**src/rtl/iwer_fifo.sv**
```systemverilog
// Small first-in first-out queue used on the input and result sides.
module iwer_fifo #(
    parameter int WIDTH = 8,
    parameter int DEPTH = 2
) (
    input  logic             clk,
    input  logic             rst_n,
    input  logic             push,
    input  logic [WIDTH-1:0] din,
    output logic             full,
    input  logic             pop,
    output logic [WIDTH-1:0] dout,
    output logic             empty
);

    localparam int PTR_W = (DEPTH > 1) ? $clog2(DEPTH) : 1;
    localparam int CNT_W = $clog2(DEPTH + 1);

    logic [WIDTH-1:0] mem [DEPTH];
    logic [PTR_W-1:0] wr_ptr_reg;
    logic [PTR_W-1:0] rd_ptr_reg;
    logic [CNT_W-1:0] count_reg;
    logic             do_push;
    logic             do_pop;

    assign full    = (count_reg == CNT_W'(DEPTH));
    assign empty   = (count_reg == '0);
    assign do_push = push && !full;
    assign do_pop  = pop && !empty;
    assign dout    = mem[rd_ptr_reg];

    always_ff @(posedge clk)
    begin
        if (do_push)
        begin
            mem[wr_ptr_reg] <= din;
        end
    end

    always_ff @(posedge clk or negedge rst_n)
    begin
        if (!rst_n)
        begin
            wr_ptr_reg <= '0;
            rd_ptr_reg <= '0;
            count_reg  <= '0;
        end
        else
        begin
            if (do_push)
            begin
                wr_ptr_reg <= (wr_ptr_reg == PTR_W'(DEPTH - 1)) ? '0 : wr_ptr_reg + 1'b1;
            end
            if (do_pop)
            begin
                rd_ptr_reg <= (rd_ptr_reg == PTR_W'(DEPTH - 1)) ? '0 : rd_ptr_reg + 1'b1;
            end
            if (do_push && !do_pop)
            begin
                count_reg <= count_reg + 1'b1;
            end
            else if (do_pop && !do_push)
            begin
                count_reg <= count_reg - 1'b1;
            end
        end
    end

endmodule

```
**config.mk**
```make
export PLATFORM = sky130hd
export DESIGN_NAME = iwer_fifo
export DESIGN_NICKNAME = d
export VERILOG_FILES = /design/src/rtl/iwer_fifo.sv
export SDC_FILE = /design/constraint.sdc
export NUM_CORES = 1
export LEC_CHECK = 0
export BUFFER_PORTS_ARGS = -buffer_cell sky130_fd_sc_hd__buf_4
export CAP_MARGIN = 40
export CORE_MARGIN = 1
export CORE_UTILIZATION = 47
export CTS_CLUSTER_DIAMETER = 40
export DETAILED_ROUTE_END_ITERATION = 10
export GPL_TIMING_DRIVEN = 0
export HOLD_SLACK_MARGIN = 0.15
export MAX_ROUTING_LAYER = met4
export PLACE_DENSITY = 0.71
export SLEW_MARGIN = 0
export SYNTH_ARGS = -nofsm -noshare
export SYNTH_HDL_FRONTEND = slang
export SYNTH_SLANG_ARGS = --single-unit
```
**constraint.sdc**
```tcl
create_clock -name clk -period 1.7 [get_ports clk]
set_input_delay 0.255 -clock clk [delete_from_list [all_inputs] [get_ports clk]]
set_output_delay 0.255 -clock clk [all_outputs]
set_load 0.02 [all_outputs]
```
==> impl_summary.md <==
Status
The run finished with clean final reports.

Cells and area
Leaving out fill and tap cells, the most frequent cell in the layout is buf_4. In the final design database the tool counted 92 nets. In the final layout, the share of cells above drive strength 1 is 0.385. The finished cells cover roughly 1100 um2.

The count of fill cells added during filler insertion is roughly 110. The register with the most flip-flops in the layout has 16 of them. The antenna diode instance count is 0. Compared with the post-synthesis result, the final layout area differs by 38.2%. Leaving out fill and tap cells, the most frequent cells in the layout are 21 x buf_4, 16 x edfxtp_1, 9 x dlygate4sd3_1.

CTS
The TritonCTS buffer count is 3. The count of clock tree sinks is 20. After clock tree synthesis, the setup repair step added 0 buffers. The clock tree from TritonCTS is built. After clock tree synthesis, the clock-pin slew on the worst setup and hold paths is 0.11 ns. For the worst-skew pair, the clock arrives at the later sink with an insertion delay of between 0.2 and 0.3 ns. The tree is rooted in a clkbuf_4.

The clock passes through at most 2 buffers. The number of H-tree levels is 1.

Floorplan
The starting utilization of the core area is 0.513. The width of the chip is 42.8 um. The vertical extent of the die is roughly 43 um.

During I/O placement, the number of pins put on the boundary was 22. After floorplanning, the core was divided into 14 placement rows. The floorplan step defined a die boundary enclosing approximately 1800 um2. The area inside the core boundary is approximately 1500 um2.

STA
Setup repair after global routing left no endpoint under its margin. The worst pin sits at a relative slew slack of 0.713. The final count of hold timing violations was 0. The fmax is approximately 630 MHz. The measured slew at the worst slew-check pin is 0.430 ns. The count of pins over their slew limit is 0. The final worst-path cycle share is 0.938. The post-route setup TNS is 0 ns. The final worst clock skew is a little over 0.009 ns. The time the worst path needs with I/O delays and setup is around 1.6 ns.

The setup violation total in the final timing report is 0.

Worst setup path
The family with the most delay on the worst path is flip-flops. Of all nets on the critical path, the largest fanout is 9. The worst setup path is captured at a primary output.

The worst setup path is launched from a flop. Together, buffers and inverters on the worst path number 2. The start-to-end type of the worst setup path is reg2out. STA puts the critical path data required time at about 1.4 ns. The worst-path cell with the longest stage delay is dfrtp_1.

STA puts the critical path data arrival time at 1.34 ns. The signal on the critical path passes through clkbuf_4, mux2_1, buf_4. The delay contributed by the slowest stage of the critical path is 0.38 ns.

Synthesis
The synthesized net count is between 50 and 60. Synthesis produced a netlist whose cell count is 44. The synthesized area per cell is roughly 18 um2. Counting distinct cell types in the post-synthesis netlist gives 15. The netlist area before placement is approximately 780 um2. In this run, synthesis produced a sequential element count of 20. The Yosys step of the flow raised 0 warnings. Of the synthesized area, sequential elements account for 0.742.

Route
The routed layout has roughly 470 vias. The first routing iteration left 8 violations. The number of routed nets with antenna violations is 0.

For this run, design rule violations remaining after detail routing come to 0. The number of vias per cell after detailed routing is slightly below 5. The routed length per instance is around 14 um. The iteration count of the initial detailed-routing pass is 2. The aggregate routed wire length is ~1.3 mm.

GRT
The number of antenna violations at the first check in global routing is 0. The via count of the first global-routing pass is ~480. Summed over all layers, the global routing overflow is 0. The total routing resource utilization after global routing is 0.177.

The global-route wire length before repair is roughly 2.1 mm. Entering global routing, the biggest net connects 12 pins.

Pwr
The leakage power summed over all cells is between 0.4 and 0.5 nW. For this design the ratio of total power to cell area is about 1600 nW/um2. The worst IR drop on VDD is roughly 0.85 mV.

Placement
The weighted congestion at the end of routability-driven global placement is 0.667. The count of buffers from port buffering is 21. In this run the cell area measured after placement is ~960 um2.

Run
Across the run, the number of max-cap violations was 0.

Worst hold path
The kind of path behind the tightest hold check is in2reg.
## cell type report
type | count | area [um2] | area share
Sequential cell | 20 | 581 | 0.537
Timing Repair Buffer | 30 | 248 | 0.229
Multi-Input combinational cell | 21 | 191 | 0.177
Clock buffer | 3 | 22.5 | 0.0208
Tap cell | 16 | 20.0 | 0.0185
Buffer | 1 | 7.51 | 0.00694
Inverter | 2 | 7.51 | 0.00694
Clock inverter | 1 | 3.75 | 0.00347
## timing repair
action	4_1_cts	5_1_grt
resized for setup	1	1
setup endpoints to repair	5	6
hold buffers	9	0
endpoints found under the hold margin	20	0
## kinds of logic (layout without fill, tap and decap cells)
family	after synthesis	in the layout	synth area share
AND/OR/NAND/NOR	6	6	0.0384
XOR/XNOR	5	5	0.0656
buffers and inverters	3	37	0.0160
flip-flops	20	20	0.742
multiplexers	8	8	0.115
adder cells (fa/ha/maj)	1	1	0.0160
AO/OA/AOI/OAI	1	1	0.00639
## cell usage after synthesis (all sizes together)
cell | count | share of area
edfxtp | 16 | 0.61
inv | 2 | 0.0096
dfrtp | 4 | 0.13
mux2 | 8 | 0.12
nand2b | 1 | 0.0080
nor2 | 3 | 0.014
xor2 | 2 | 0.022
nand2 | 1 | 0.0080
and3 | 1 | 0.0080
o21ai | 1 | 0.0064
xnor2 | 3 | 0.043
buf | 1 | 0.0064
ha | 1 | 0.016
## tightest hold or removal path, stage by stage
cell and delay, ns:
buf_4 0.11, nand2_2 0.09, xnor2_2 0.06
## routing by layer
metal | global-route usage | up-vias | share of wire
li1 | - | 225 | -
met1 | 0.186 | 229 | 0.38
met2 | 0.315 | 10 | 0.58
met3 | 0.0511 | 2 | 0.031
met4 | 0.0563 | 0 | 0.0055
met5 | - | - | 0
## where the power goes
| part | internal [W] | switching (W) |
|---|---|---|
| Sequential | 0.000685 | 0.0000730 |
| Combinational | 0.000348 | 0.000378 |
| Clock | 0.0000853 | 0.000133 |
## path summary, 6_finish.rpt
path	start	to	slack, ns	depth (start not counted)
worst max register to register	count_reg[0]	count_reg[1]	0.21	7
min in group asynchronous	rst_n	count_reg[1]	0.28	2
max in group asynchronous	rst_n	rd_ptr_reg	1.31	2
worst min register to register	count_reg[1]	count_reg[1]	0.53	1
worst min-delay path	push	wr_ptr_reg	0.26	3
worst max-delay path	rd_ptr_reg	dout[5]	0.11	3
## through the flow
| stage | setup WS (ns) | total power (W) | utilization | std cells | hold slack, ns |
|---|---|---|---|---|---|
| floorplan | 0.308 | 0.00122 | - | 44 | -0.0406 |
| global placement | 0.103 | 0.00146 | 0.630 | 81 | 0.0513 |
| detailed placement | 0.00932 | 0.00148 | 0.630 | 81 | 0.0555 |
| CTS | 0.0405 | 0.00172 | 0.708 | 94 | 0.251 |
| global route | 0.0260 | 0.00181 | 0.709 | 94 | 0.243 |
| finish | 0.105 | 0.00170 | 0.709 | 94 | 0.258 |
Note: power is estimated with default switching activity, not from simulation.
