[src/rtl/iwer_pkg.sv]
// Shared types and constants of the isometric wireframe edge rasterizer.
package iwer_pkg;

    localparam logic ACT_START = 1'b0;
    localparam logic ACT_STEP  = 1'b1;

    localparam int CFG_INDEX_W = 4;
    localparam int CFG_DATA_W  = 16;

    localparam logic [CFG_INDEX_W-1:0] CFG_ANGLE_H    = 4'd0;
    localparam logic [CFG_INDEX_W-1:0] CFG_ANGLE_V    = 4'd1;
    localparam logic [CFG_INDEX_W-1:0] CFG_ZOOM       = 4'd2;
    localparam logic [CFG_INDEX_W-1:0] CFG_HEIGHT_SC  = 4'd3;
    localparam logic [CFG_INDEX_W-1:0] CFG_OFFSET_H   = 4'd4;
    localparam logic [CFG_INDEX_W-1:0] CFG_OFFSET_V   = 4'd5;
    localparam logic [CFG_INDEX_W-1:0] CFG_GRID_W     = 4'd6;
    localparam logic [CFG_INDEX_W-1:0] CFG_GRID_H     = 4'd7;

    localparam logic signed [15:0] RST_ANGLE_H   = 16'sd13107;
    localparam logic signed [15:0] RST_ANGLE_V   = 16'sd6554;
    localparam logic [7:0]         RST_ZOOM      = 8'd20;
    localparam logic signed [15:0] RST_HEIGHT_SC = 16'sd256;
    localparam logic [10:0]        RST_GRID      = 11'd2;

    localparam logic [7:0] ALPHA_BASE      = 8'h7F;
    localparam int         BYTES_PER_PIXEL = 4;
    localparam int         QUEUE_DEPTH     = 2;

    typedef struct packed {
        logic               action;
        logic [9:0]         grid_col;
        logic [9:0]         grid_row;
        logic               direction;
        logic signed [15:0] height_start;
        logic signed [15:0] height_end;
        logic [7:0]         base_red;
        logic [7:0]         base_green;
        logic [7:0]         base_blue;
    } item_t;

    typedef struct packed {
        logic        write_enable;
        logic [9:0]  pixel_x;
        logic [9:0]  pixel_y;
        logic [21:0] byte_address;
        logic [7:0]  chan_first;
        logic [7:0]  chan_second;
        logic [7:0]  chan_third;
        logic [7:0]  chan_alpha;
        logic        last;
    } result_t;

    typedef struct packed {
        logic signed [15:0] angle_horizontal;
        logic signed [15:0] angle_vertical;
        logic [7:0]         zoom_factor;
        logic signed [15:0] height_scale;
        logic signed [12:0] offset_horizontal;
        logic signed [12:0] offset_vertical;
        logic [10:0]        grid_width;
        logic [10:0]        grid_height;
    } cfg_t;

    typedef struct packed {
        logic [31:0] pos_horizontal;
        logic [31:0] pos_vertical;
        logic [31:0] step_horizontal;
        logic [31:0] step_vertical;
        logic [31:0] remaining_length;
        logic [23:0] edge_color;
    } setup_res_t;

    typedef struct packed {
        logic ready;
        logic done;
    } setup_stat_t;

    typedef enum logic [3:0] {
        SU_IDLE,
        SU_MUL,
        SU_ZOOM,
        SU_POS,
        SU_DIFF,
        SU_SQUARE,
        SU_SUM,
        SU_ROOT,
        SU_DIV,
        SU_DONE
    } su_state_t;

endpackage

[src/rtl/iwer_stepper.sv]
// Dispatch of queued items and the per-step line walker that forms pixels.
module iwer_stepper #(
    parameter int SCREEN_WIDTH  = 1024,
    parameter int SCREEN_HEIGHT = 768,
    parameter int FRAC_BITS     = 16
) (
    input  logic                  clk,
    input  logic                  rst_n,
    input  logic                  head_valid,
    input  iwer_pkg::item_t       head,
    output logic                  head_pop,
    input  iwer_pkg::setup_stat_t su_stat,
    input  iwer_pkg::setup_res_t  su_res,
    output logic                  su_start,
    input  logic                  out_full,
    output logic                  out_push,
    output iwer_pkg::result_t     out_item
);

    localparam logic [31:0] ONE = 32'(1) << FRAC_BITS;

    logic [31:0] pos_h_reg, pos_v_reg, step_h_reg, step_v_reg, rem_reg;
    logic [23:0] color_reg;

    logic        is_step;
    logic        emit;
    logic        drop;
    logic        fin;
    logic        vis;
    logic [32:0] ix_w, iy_w;
    logic [7:0]  ip;

    always_comb
    begin
        is_step  = (head.action == iwer_pkg::ACT_STEP);
        su_start = head_valid && !is_step && su_stat.ready;
        emit     = head_valid && is_step && su_stat.ready && (rem_reg != '0) && !out_full;
        drop     = head_valid && is_step && su_stat.ready && (rem_reg == '0);
        head_pop = su_start || emit || drop;
        out_push = emit;

        ix_w = 33'(pos_h_reg[31:FRAC_BITS]);
        iy_w = 33'(pos_v_reg[31:FRAC_BITS]);
        vis  = !pos_h_reg[31] && !pos_v_reg[31] && (ix_w != '0) && (iy_w != '0)
               && (ix_w < 33'(SCREEN_WIDTH)) && (iy_w < 33'(SCREEN_HEIGHT));
        fin  = (rem_reg <= ONE);
        ip   = rem_reg[FRAC_BITS+7:FRAC_BITS];

        out_item.write_enable = vis;
        out_item.pixel_x      = vis ? ix_w[9:0] : '0;
        out_item.pixel_y      = vis ? iy_w[9:0] : '0;
        out_item.byte_address = vis ? 22'((ix_w[21:0] << 2)
                                          + iy_w[21:0] * 22'(SCREEN_WIDTH
                                                             * iwer_pkg::BYTES_PER_PIXEL))
                                    : '0;
        out_item.chan_first   = color_reg[23:16] + ip;
        out_item.chan_second  = color_reg[15:8] + ip;
        out_item.chan_third   = color_reg[7:0] + ip;
        out_item.chan_alpha   = iwer_pkg::ALPHA_BASE + ip;
        out_item.last         = fin;
    end

    always_ff @(posedge clk or negedge rst_n)
    begin
        if (!rst_n)
        begin
            pos_h_reg  <= '0;
            pos_v_reg  <= '0;
            step_h_reg <= '0;
            step_v_reg <= '0;
            rem_reg    <= '0;
            color_reg  <= '0;
        end
        else if (su_stat.done)
        begin
            pos_h_reg  <= su_res.pos_horizontal;
            pos_v_reg  <= su_res.pos_vertical;
            step_h_reg <= su_res.step_horizontal;
            step_v_reg <= su_res.step_vertical;
            rem_reg    <= su_res.remaining_length;
            color_reg  <= su_res.edge_color;
        end
        else if (emit)
        begin
            pos_h_reg <= pos_h_reg + step_h_reg;
            pos_v_reg <= pos_v_reg + step_v_reg;
            rem_reg   <= fin ? '0 : rem_reg - ONE;
        end
    end

    assert property (@(posedge clk) disable iff (!rst_n) out_push |-> !out_full)
        else $error("result pushed into a full queue");

    assert property (@(posedge clk) disable iff (!rst_n) out_push && out_item.last |=> rem_reg == '0)
        else $error("edge still active after its final pixel");

    assert property (@(posedge clk) disable iff (!rst_n) su_start |=> !su_stat.ready)
        else $error("setup did not take the start transaction");

    assert property (@(posedge clk) disable iff (!rst_n) su_stat.done |-> !head_pop)
        else $error("item dispatched while setup results load");

endmodule

[config.mk]
export PLATFORM = sky130hd
export DESIGN_NAME = iwer_stepper
export DESIGN_NICKNAME = d
export VERILOG_FILES = /design/src/rtl/iwer_pkg.sv /design/src/rtl/iwer_stepper.sv
export SDC_FILE = /design/constraint.sdc
export NUM_CORES = 1
export LEC_CHECK = 0
export ABC_AREA = 0
export BUFFER_PORTS_ARGS = -buffer_cell sky130_fd_sc_hd__buf_2
export CAP_MARGIN = 20
export CORE_ASPECT_RATIO = 1.2
export CORE_MARGIN = 3
export CORE_UTILIZATION = 45
export DETAILED_ROUTE_END_ITERATION = 16
export PLACE_DENSITY = 0.71
export SLEW_MARGIN = 5
export SYNTH_ARGS = -nofsm -noshare
export SYNTH_HDL_FRONTEND = slang
export SYNTH_SLANG_ARGS = --single-unit
[constraint.sdc]
create_clock -name clk -period 3.8 [get_ports clk]
set_input_delay 0.57 -clock clk [delete_from_list [all_inputs] [get_ports clk]]
set_output_delay 0.57 -clock clk [all_outputs]
set_load 0.005 [all_outputs]
==> results.sh <==
export IMPL_arrival_ns=2.91
export IMPL_fill_cells=2480
export IMPL_path_clk_slew_ns=0.08
export IMPL_pwr_share_clk_pct=30.7
export IMPL_root_buffer="clkbuf_16"
export IMPL_crit_path_max_fanout=22
export IMPL_synth_area_mm2=0.0125
export IMPL_max_freq_mhz=287
export IMPL_ys_warnings_count=0
export IMPL_tightest_slew_ns=0.679
export IMPL_drv_slew=0
export IMPL_synth_edf_count=0
export IMPL_peakVddDrop_uv=269
export IMPL_wirelength_um=34200
export IMPL_die_w_um=158
export IMPL_cts_buffer_depth=2
export IMPL_cts_sinks=184
export IMPL_post_route_min_period_ns=3.48
export IMPL_fin_nets=1909
export IMPL_drv_cap=0
export IMPL_ant_nets=0
export IMPL_critPathKind="reg2out"
export IMPL_wl_per_cell_um=18.0
export IMPL_p_sw_share_pct=32.9
export IMPL_die_y_um=188
export IMPL_status="finished clean"
export IMPL_grt_usage_pct=22.5
export IMPL_core_rowCount=66
export IMPL_coreArea_mm2=0.0272
export IMPL_ctsHoldBuffers=0
export IMPL_syn_area_per_cell_um2=9.43
export IMPL_reg2regPathDepth=10
export IMPL_die_area_mm2=0.0298
export IMPL_yosysMostFrequentCell="dfrtp_1"
export IMPL_ys_seq_elements=184
export IMPL_synth_area_leaders="dfrtp_1, ha_1, mux2_2"
export IMPL_routed_via_density=5.68
export IMPL_grt_pass1_vias=11000
export IMPL_routabilityCongestion=0.900
export IMPL_crit_required_ns=3.23
export IMPL_p_per_area_mw_per_mm2=431
export IMPL_synthArstFlopShare_pct=100
export IMPL_slew_headroom_pct=54.7
export IMPL_finalSetupViolCount=0
export IMPL_seq_power_share_pct=37.1
export IMPL_synth_top_cell_area_share_pct=36.9
export IMPL_syn_inst=1323
export IMPL_layout_drive_gt1_share_pct=27.0
export IMPL_p_sw_mw=2.08
export IMPL_p_comb_share_pct=32.3
export IMPL_hold_viol=0
export IMPL_timing_rr_end="pos_h_reg[30]"
export IMPL_internal_power_mw=4.23
export IMPL_stdcell_count=1897
export IMPL_io_buffer_count=267
export IMPL_yosys_top_cells_count="dfrtp_1, a21oi_1, nand2_1"
export IMPL_grt_start_max_net_pins=123
export IMPL_ys_types=82
export IMPL_drt_first_iter_violations=570
export IMPL_cts_buffers=17
export IMPL_htreeDepth=4
export IMPL_postCtsSetupRepairBufs=0
export IMPL_dpl_instance_area_mm2=0.0140
export IMPL_critPathCaptureType="output pin"
export IMPL_grt_first_pass_wirelength_um=54100
export IMPL_placed_cells=1865
export IMPL_rrSetupSlack_ns=0.60
export IMPL_yosysTopAreaCell="dfrtp_1"
export IMPL_dp_hpwl_um=25800
export IMPL_critPathCapture="out_push"
export IMPL_seq_area_frac_synth_pct=36.9
export IMPL_grt_overflow=0
export IMPL_cp_startpoint="rem_reg[17]"
export IMPL_route_detailed_drc=0
export IMPL_rsz0062_at_grt="no"
export IMPL_first_pass_iters=5
export IMPL_vias=10800
export IMPL_hp_class="in2async"
export IMPL_post_cts_resized=0
export IMPL_floorplan_initialDensity_pct=45.9
export IMPL_area_delta_synth_final_pct=17.4
export IMPL_finalSetupTns_ns=0
export IMPL_ys_flop_type="dfrtp_1"
export IMPL_antenna_found_initial=8
export IMPL_startpoint_type="register"
export IMPL_design_area_mm2=0.0146
export IMPL_cts_tree="done"
export IMPL_clock_skew_ns=0.0150
export IMPL_r2r_start="pos_h_reg[0]"
export IMPL_insertion_delay_ns=0.44
export IMPL_ios=347
export IMPL_power_leakage_nw=7.04
export IMPL_min_period_over_period_pct=91.7
stage by stage:
| stage | hold slack, ns | power [mW] | setup WS (ns) | utilization, % |
|---|---|---|---|---|
| floorplan | 0.274 | 3.77 | 1.06 | - |
| global placement | 0.486 | 4.35 | 0.651 | 51.6 |
| detailed placement | 0.485 | 4.40 | 0.585 | 51.6 |
| CTS | 0.0357 | 6.36 | 0.112 | 53.9 |
| global route | 0.0524 | 6.69 | 0.137 | 53.9 |
| finish | 0.0463 | 6.31 | 0.316 | 53.9 |
routing by layer:
metal / vias up / global-route usage, % / wire length, µm
met1: 5134 / 26.1 / 13800
met2: 306 / 40.2 / 17300
li1: 5247 / - / -
met5: - / 0 / 79
met3: 71 / 6.00 / 2190
met4: 14 / 7.05 / 855
cell usage in the layout, fill, tap and decap left out, types with 22 or more instances in the layout:
master / Yosys / routed
ha_1: 91 / 91
xor2_1: 26 / 26
nand2_1: 116 / 116
a21o_1: 34 / 34
dfrtp_1: 184 / 184
o21ai_0: 100 / 100
and3_1: 44 / 44
mux2_2: 85 / 85
nand3_1: 22 / 22
xnor2_1: 47 / 47
buf_2: 10 / 265
nor3_1: 27 / 27
inv_1: 43 / 43
nor2_1: 62 / 62
a21oi_1: 116 / 116
critical path, stage by stage, from the launching register on:
cell and delay, ns:
dfrtp_1 0.49, inv_1 0.20, ha_1 0.27, or2b_2 0.23, nand3b_4 0.18, nor3_2 0.07, or4b_4 0.55, inv_4 0.28
buf_2 0.19
worst min path at each step:
| stage | startpoint | endpoint | slack (ns) | depth (start not counted) |
|---|---|---|---|---|
| 6_report | rst_n | pos_v_reg[16] | 0.05 | 1 |
| 5_1_grt | rst_n | pos_v_reg[16] | 0.05 | 1 |
| 4_1_cts | rst_n | pos_v_reg[16] | 0.04 | 1 |
| 3_5_place_dp | rem_reg[1] | rem_reg[1] | 0.49 | 1 |
| 3_3_place_gp | rem_reg[9] | rem_reg[9] | 0.49 | 1 |
| 2_1_floorplan | rst_n | color_reg[0] | 0.27 | 0 |
power groups by stage:
stage | clock network, mW | registers [mW] | logic, mW
2_1_floorplan | 0 | 2.30 | 1.47
3_3_place_gp | 0 | 2.37 | 1.98
3_5_place_dp | 0 | 2.37 | 2.03
4_1_cts | 1.97 | 2.34 | 2.04
5_1_grt | 2.05 | 2.36 | 2.28
6_report | 1.94 | 2.34 | 2.04
cell type report:
class | instances | area [µm²] | area share (%)
multi-input cells | 1019 | 7340 | 50.1
flip-flops and latches | 184 | 4600 | 31.4
repair buffers | 278 | 1470 | 10.1
clock buffers | 21 | 460 | 3.14
well taps | 340 | 425 | 2.90
inverters | 44 | 168 | 1.14
clock inverters | 10 | 166 | 1.14
diodes | 1 | 2.50 | 0.0171
cell families after synthesis:
family	Yosys count	synth area share (%)
XOR/XNOR	73	5.12
flip-flops	184	36.9
multiplexers	103	9.11
adder cells (fa/ha/maj)	97	10.1
other	1	0.0301
buffers and inverters	121	4.28
AND/OR/NAND/NOR	355	14.4
AO/OA/AOI/OAI	389	20.0
Power figures use the tool's default switching activity.
